--- src/rtl/vna_pkg.sv ---
// Shared types, widths and operation codes of the vertex normal accumulator.
package vna_pkg;

  localparam int unsigned MAX_VERTICES_DEF = 1024;
  localparam int unsigned SUM_BITS_DEF     = 24;

  localparam int unsigned IDX_W = 10;
  localparam int unsigned POS_W = 16;
  localparam int unsigned NRM_W = 16;
  localparam int unsigned CNT_W = 11;
  // Widest vector that reaches the normalizer: a cross product component.
  localparam int unsigned VEC_W = 35;

  typedef enum logic [1:0] {
    OP_LOAD = 2'd0,
    OP_TRI  = 2'd1,
    OP_READ = 2'd2
  } op_e;

  typedef struct packed {
    logic                    start;
    logic signed [VEC_W-1:0] vx;
    logic signed [VEC_W-1:0] vy;
    logic signed [VEC_W-1:0] vz;
  } norm_req_t;

  typedef struct packed {
    logic                    done;
    logic signed [NRM_W-1:0] nx;
    logic signed [NRM_W-1:0] ny;
    logic signed [NRM_W-1:0] nz;
  } norm_rsp_t;

endpackage

--- src/rtl/vna_norm.sv ---
// Multi-cycle normalizer: scales a signed vector to a unit vector in Q1.14.
module vna_norm import vna_pkg::*; (
  input  logic      clk_i,
  input  logic      rst_ni,
  input  norm_req_t req_i,
  output norm_rsp_t rsp_o
);

  localparam int unsigned SQW    = 24;
  localparam int unsigned FRAC   = NRM_W - 2;
  localparam int unsigned QW     = FRAC + 1;
  localparam int unsigned LEN2_W = 2 * SQW + 2;
  localparam int unsigned LEN_W  = SQW + 1;
  localparam int unsigned NUMW   = SQW + FRAC + 1;

  typedef enum logic [6:0] {
    N_IDLE  = 7'b0000001,
    N_SHIFT = 7'b0000010,
    N_SQ    = 7'b0000100,
    N_SQRT  = 7'b0001000,
    N_DSET  = 7'b0010000,
    N_DIV   = 7'b0100000,
    N_OUT   = 7'b1000000
  } nstate_e;

  nstate_e state_q, state_d;
  logic [4:0] cnt_q, cnt_d;

  logic [2:0]            sgn_q;
  logic [VEC_W-1:0]      m_q [3];
  logic [2*SQW-1:0]      sq_q;
  logic [LEN2_W-1:0]     len2_q;
  logic [LEN2_W-1:0]     rem_q;
  logic [LEN2_W-1:0]     root_q;
  logic [LEN2_W-1:0]     bit_q;
  logic [LEN_W-1:0]      len_q;
  logic [LEN_W-1:0]      drem_q [3];
  logic [QW-1:0]         dq_q [3];

  logic                  any_big;
  logic                  all_zero;
  logic [SQW-1:0]        msel;
  logic [2*SQW-1:0]      sq_d;
  logic [LEN2_W:0]       trial;
  logic [LEN_W-1:0]      len_d;
  logic [NUMW-1:0]       num [3];
  logic [LEN_W:0]        dt [3];
  logic signed [NRM_W-1:0] nout [3];

  always_comb begin
    any_big  = 1'b0;
    all_zero = 1'b1;
    for (int i = 0; i < 3; i++) begin
      any_big  = any_big | (m_q[i][VEC_W-1:SQW] != '0);
      all_zero = all_zero & (m_q[i] == '0);
    end
    case (cnt_q[1:0])
      2'd0:    msel = m_q[0][SQW-1:0];
      2'd1:    msel = m_q[1][SQW-1:0];
      default: msel = m_q[2][SQW-1:0];
    endcase
    sq_d  = msel * msel;
    trial = {1'b0, root_q} + {1'b0, bit_q};
    len_d = (root_q[LEN_W-1:0] == '0) ? LEN_W'(1) : root_q[LEN_W-1:0];
    for (int i = 0; i < 3; i++) begin
      num[i]  = {1'b0, m_q[i][SQW-1:0], FRAC'(0)} + NUMW'(len_d >> 1);
      dt[i]   = {drem_q[i], dq_q[i][QW-1]};
      nout[i] = sgn_q[i] ? -$signed({1'b0, dq_q[i]}) : $signed({1'b0, dq_q[i]});
    end
  end

  always_comb begin
    state_d = state_q;
    cnt_d   = cnt_q;
    unique case (state_q)
      N_IDLE:  if (req_i.start) state_d = N_SHIFT;
      N_SHIFT: begin
        if (all_zero) begin
          state_d = N_OUT;
        end else if (!any_big) begin
          state_d = N_SQ;
          cnt_d   = '0;
        end
      end
      N_SQ: begin
        cnt_d = cnt_q + 5'd1;
        if (cnt_q == 5'd3) begin
          state_d = N_SQRT;
          cnt_d   = '0;
        end
      end
      N_SQRT: begin
        cnt_d = cnt_q + 5'd1;
        if (cnt_q == 5'(LEN_W - 1)) begin
          state_d = N_DSET;
          cnt_d   = '0;
        end
      end
      N_DSET:  state_d = N_DIV;
      N_DIV: begin
        cnt_d = cnt_q + 5'd1;
        if (cnt_q == 5'(QW - 1)) state_d = N_OUT;
      end
      N_OUT:   state_d = N_IDLE;
      default: state_d = N_IDLE;
    endcase
  end

  always_ff @(posedge clk_i or negedge rst_ni) begin
    if (!rst_ni) begin
      state_q <= N_IDLE;
      cnt_q   <= '0;
    end else begin
      state_q <= state_d;
      cnt_q   <= cnt_d;
    end
  end

  always_ff @(posedge clk_i) begin
    if (state_q == N_IDLE && req_i.start) begin
      sgn_q <= {req_i.vz[VEC_W-1], req_i.vy[VEC_W-1], req_i.vx[VEC_W-1]};
      m_q[0] <= req_i.vx[VEC_W-1] ? VEC_W'(-req_i.vx) : VEC_W'(req_i.vx);
      m_q[1] <= req_i.vy[VEC_W-1] ? VEC_W'(-req_i.vy) : VEC_W'(req_i.vy);
      m_q[2] <= req_i.vz[VEC_W-1] ? VEC_W'(-req_i.vz) : VEC_W'(req_i.vz);
    end
    if (state_q == N_SHIFT) begin
      if (all_zero) begin
        for (int i = 0; i < 3; i++) dq_q[i] <= '0;
      end else if (any_big) begin
        for (int i = 0; i < 3; i++) m_q[i] <= m_q[i] >> 1;
      end else begin
        len2_q <= '0;
      end
    end
    if (state_q == N_SQ) begin
      sq_q <= sq_d;
      if (cnt_q == 5'd1 || cnt_q == 5'd2) len2_q <= len2_q + LEN2_W'(sq_q);
      if (cnt_q == 5'd3) begin
        rem_q  <= len2_q + LEN2_W'(sq_q);
        root_q <= '0;
        bit_q  <= LEN2_W'(1) << (2 * SQW);
      end
    end
    if (state_q == N_SQRT) begin
      // One result bit per cycle of the digit-by-digit square root.
      if ({1'b0, rem_q} >= trial) begin
        rem_q  <= rem_q - trial[LEN2_W-1:0];
        root_q <= (root_q >> 1) + bit_q;
      end else begin
        root_q <= root_q >> 1;
      end
      bit_q <= bit_q >> 2;
    end
    if (state_q == N_DSET) begin
      len_q <= len_d;
      for (int i = 0; i < 3; i++) begin
        drem_q[i] <= LEN_W'(num[i][NUMW-1:QW]);
        dq_q[i]   <= num[i][QW-1:0];
      end
    end
    if (state_q == N_DIV) begin
      // Three restoring dividers side by side, one quotient bit per cycle.
      for (int i = 0; i < 3; i++) begin
        if (dt[i] >= {1'b0, len_q}) begin
          drem_q[i] <= LEN_W'(dt[i] - {1'b0, len_q});
          dq_q[i]   <= {dq_q[i][QW-2:0], 1'b1};
        end else begin
          drem_q[i] <= dt[i][LEN_W-1:0];
          dq_q[i]   <= {dq_q[i][QW-2:0], 1'b0};
        end
      end
    end
  end

  assign rsp_o.done = (state_q == N_OUT);
  assign rsp_o.nx   = nout[0];
  assign rsp_o.ny   = nout[1];
  assign rsp_o.nz   = nout[2];

endmodule

--- config.mk ---
export PLATFORM = sky130hd
export DESIGN_NAME = vna_norm
export DESIGN_NICKNAME = d
export VERILOG_FILES = /design/src/rtl/vna_pkg.sv /design/src/rtl/vna_norm.sv
export SDC_FILE = /design/constraint.sdc
export NUM_CORES = 2
export LEC_CHECK = 0
export ABC_CLOCK_PERIOD_IN_PS = 15200
export BUFFER_PORTS_ARGS = -buffer_cell sky130_fd_sc_hd__buf_4
export CORE_MARGIN = 3
export CORE_UTILIZATION = 45
export CTS_CLUSTER_DIAMETER = 30
export DETAILED_ROUTE_END_ITERATION = 7
export PLACE_DENSITY_LB_ADDON = 0.12
export SETUP_SLACK_MARGIN = 0.05
export SLEW_MARGIN = 20
export SYNTH_ARGS = -nofsm -noshare
export SYNTH_HDL_FRONTEND = slang
export SYNTH_SLANG_ARGS = --single-unit
export TNS_END_PERCENT = 100
--- constraint.sdc ---
create_clock -name clk_i -period 15.2 [get_ports clk_i]
set_clock_uncertainty 0.15 [all_clocks]
set_input_delay 1.52 -clock clk_i [delete_from_list [all_inputs] [get_ports clk_i]]
set_output_delay 1.52 -clock clk_i [all_outputs]
set_load 0.02 [all_outputs]
==> results.toml <==
[die]
start_util_pct = 45.48
die_y_um = 349.4
die_area_um2 = 122100
die_w_um = 349.4
rows = 125
core_area_um2 = 116700
ios = 157

[clocking]
clk_latency_ns = 0.73
htreeDepth = 4
cts_buffers = 139
ctsHoldBuffers = 0
cts_resized = 0
cts_post_setup_buffers_inserted = 0
clockBufferDepth = 3
cts_sinks = 487
clock-root-buffer = "clkbuf_16"
clk_pin_slew_ns = 0.04
cts_tree = "yes"

[worst_setup_path]
crit_path_end_kind = "flop"
slowest_stage = "nor2_2"
cp.arrival_ns = 10.88
reg2reg_from = "cnt_q[1]"
critPathCapture = "sq_q[46]"
worst_path_most_repeated_cell = "inv_1"
rr_worst_depth = 30
cp_slowest_stage_delay_ns = 0.95
crit_type = "flop to flop"
reg2reg_slack_ns = 4.62
cp-start-kind = "flop"
critPathLaunch = "cnt_q[1]"
critPathMaxFanout = 28
worst_ep_required_time_ns = 15.50
regToRegEndpoint = "sq_q[46]"

[timing]
setup_violations = 0
min_period_ns = 10.58
slew_headroom_pct = 27.55
rsz0062_at_grt = "false"
drv_slew = 0
period_share_pct = 69.58
worst_slew_pin_slew_ns = 1.087
setup_tns_ns = 0
fmax_mhz = 94.55
hold_viol = 0

[global_route]
grt_pass1_vias = 42413
grt_usage_pct = 25.99
grt_antenna_before_repair = 2
grt_pass1_wl_um = 246700
grt_max_degree = 120
globalRouteOverflowTotal = 0

[drt]
wl_um = 158300
drt-initial-drc-count = 3451
postRouteAntennaNets = 0
wl_per_cell_um = 20.64
via_count = 43146
drc = 0
via_per_inst = 5.625
drtPass1Iterations = 7

[layout]
num-nets-final = 7015
drive_above_1_share_pct = 8.251
syn2layout_area_growth_pct = 13.59
mostFrequentLayoutCells = "inv_1 (714), nand2_1 (593), nor2_1 (442)"
layout_commonest_cell = "inv_1"

[hold_path]
hold_path.class = "flop to flop"

[synth]
synth.top_cell.area_share_pct = 21.11
synth_top_area_cell = "edfxtp_1"
ys_async_sr_fraction_pct = 2.464
yosys_warnings = 0
syn-num-nets = 6935
synth.cell_area_um2 = 53060
synthCells = 5955
ys_types = 105
synth_edf_count = 373
synth_seq_cells = 487
ys.flop_type = "edfxtp_1"
syn_area_per_cell_um2 = 8.911
yosys-top-cells-area = "edfxtp_1 (21%), fa_1 (16%), ha_1 (10%)"
yosysSeqAreaShare_pct = 25.52

[power]
pwr-share-clk_pct = 40.3
ir_drop_v = 0.00009537
powerDensity_nw_per_um2 = 121.4
power.switching_uw = 2429
seqPwrFrac_pct = 26.7
power.leakage_uw = 0.02650
combPwrFrac_pct = 33.1
power_uw = 7318
netSwitchingFraction_pct = 33.19
internal_power_uw = 4889

[placed_design]
dp_hpwl_um = 122700
io_buffers = 156
gp_congestion = 0.9054

[status]
outcome = "completed"

[job]
max-cap-violations = 0
==> final cells by class <==
cell class,count,area (um2)
flip-flops and latches,487,13540
well taps,1524,1907
repair buffers,200,1514
clock buffers,165,3732
fillers,10956,56400
diodes,1,2.502
multi-input cells,4487,35850
inverters,720,2703
clock inverters,86,1025
==> power groups by stage <==
| stage | combinational (uW) | clock (uW) | sequential, uW |
|---|---|---|---|
| after floorplan | 1870 | 0 | 1900 |
| after global placement | 2350 | 0 | 1970 |
| after detailed placement | 2370 | 0 | 1970 |
| after CTS | 2390 | 2990 | 1950 |
| after global routing | 2700 | 3070 | 1980 |
| final | 2420 | 2950 | 1950 |
==> sequential cells by signal (all words and copies together) (netlist names) <==
signal	flops
sgn_q	3
bit_q	25
drem_q	75
len2_q	50
m_q	105
len_q	25
root_q	50
dq_q	45
rem_q	50
state_q	7
cnt_q	5
sq_q	47
==> worst min-delay path by stage <==
stage	slack (ns)	start	cells after the start	end
after global routing	0.33	len2_q[21]	2	len2_q[21]
after detailed placement	0.30	len2_q[47]	1	len2_q[47]
after global placement	0.29	len2_q[40]	2	len2_q[40]
final	0.30	len2_q[47]	1	len2_q[47]
after floorplan	0.28	len2_q[21]	2	len2_q[21]
after CTS	0.31	len2_q[47]	1	len2_q[47]
==> logic make-up (layout without fill, tap and decap cells) <==
logic type	count (synthesis)	after routing	synth area share (%)
flops	487	487	25.52
simple gates	1656	1656	14.44
xor+xnor	478	478	7.889
buf+inv	981	1171	7.092
fa+ha+maj	872	872	26.73
other cells	0	1	0
mux	33	33	0.6461
compound gates	1448	1448	17.68
==> Yosys cell counts (11+ instances only) <==
cell type and number:
a21o_1 135, buf_1 15, nor4_1 44, dfrtp_1 11, o21ai_1 39, ha_1 436
a211oi_1 109, o211ai_1 22, a31o_2 11, buf_2 26, inv_1 714, or2_2 12
o21a_1 44, xnor2_1 236, a21boi_0 19, o31ai_1 51, dfxtp_1 102, a22o_1 64
nor2_1 445, or3_1 36, o21ai_0 382, nand2_1 595, a21oi_1 343, nand2b_1 44
mux2i_1 23, a31oi_1 55, edfxtp_1 373, clkbuf_1 209, o21bai_1 38, nand3_1 119
nand4_1 54, nor3b_1 15, xor2_1 242, nor3_1 85, or4_1 23, and2_1 42
nor2b_1 63, o41ai_1 24, fa_1 436, and3_1 39
==> per-stage QoR <==
step                      instance area [um2]  utilization [%]  cells  setup WS, ns  hold slack, ns
after floorplan                         53060                -   5955         5.420          0.2791
after global placement                  55500            47.57   7417         4.982          0.2929
after detailed placement                55500            47.57   7417         4.731          0.2994
after CTS                               60260            51.64   7668         4.748          0.3078
after global routing                    60280            51.66   7670         3.992          0.3324
final                                   60280            51.66   7670         4.624          0.3046
==> critical path, delay by kind of cell (launching register included) <==
kind,cells,cell delay (ns)
AND/OR/NAND/NOR,4,1.79
adder cells (fa/ha/maj),9,4.45
AO/OA/AOI/OAI,9,2.48
buffers and inverters,8,1.00
flip-flops,1,0.40
==> metal layers <==
layer / wire (um) / part of all wire, % / global-route usage (%)
met5: 0 / 0 / 0
met2: 68860 / 43 / 39.60
met3: 11090 / 7.0 / 4.988
met1: 74170 / 47 / 37.58
met4: 4197 / 2.7 / 7.476
(Power assumes the default switching activity.)
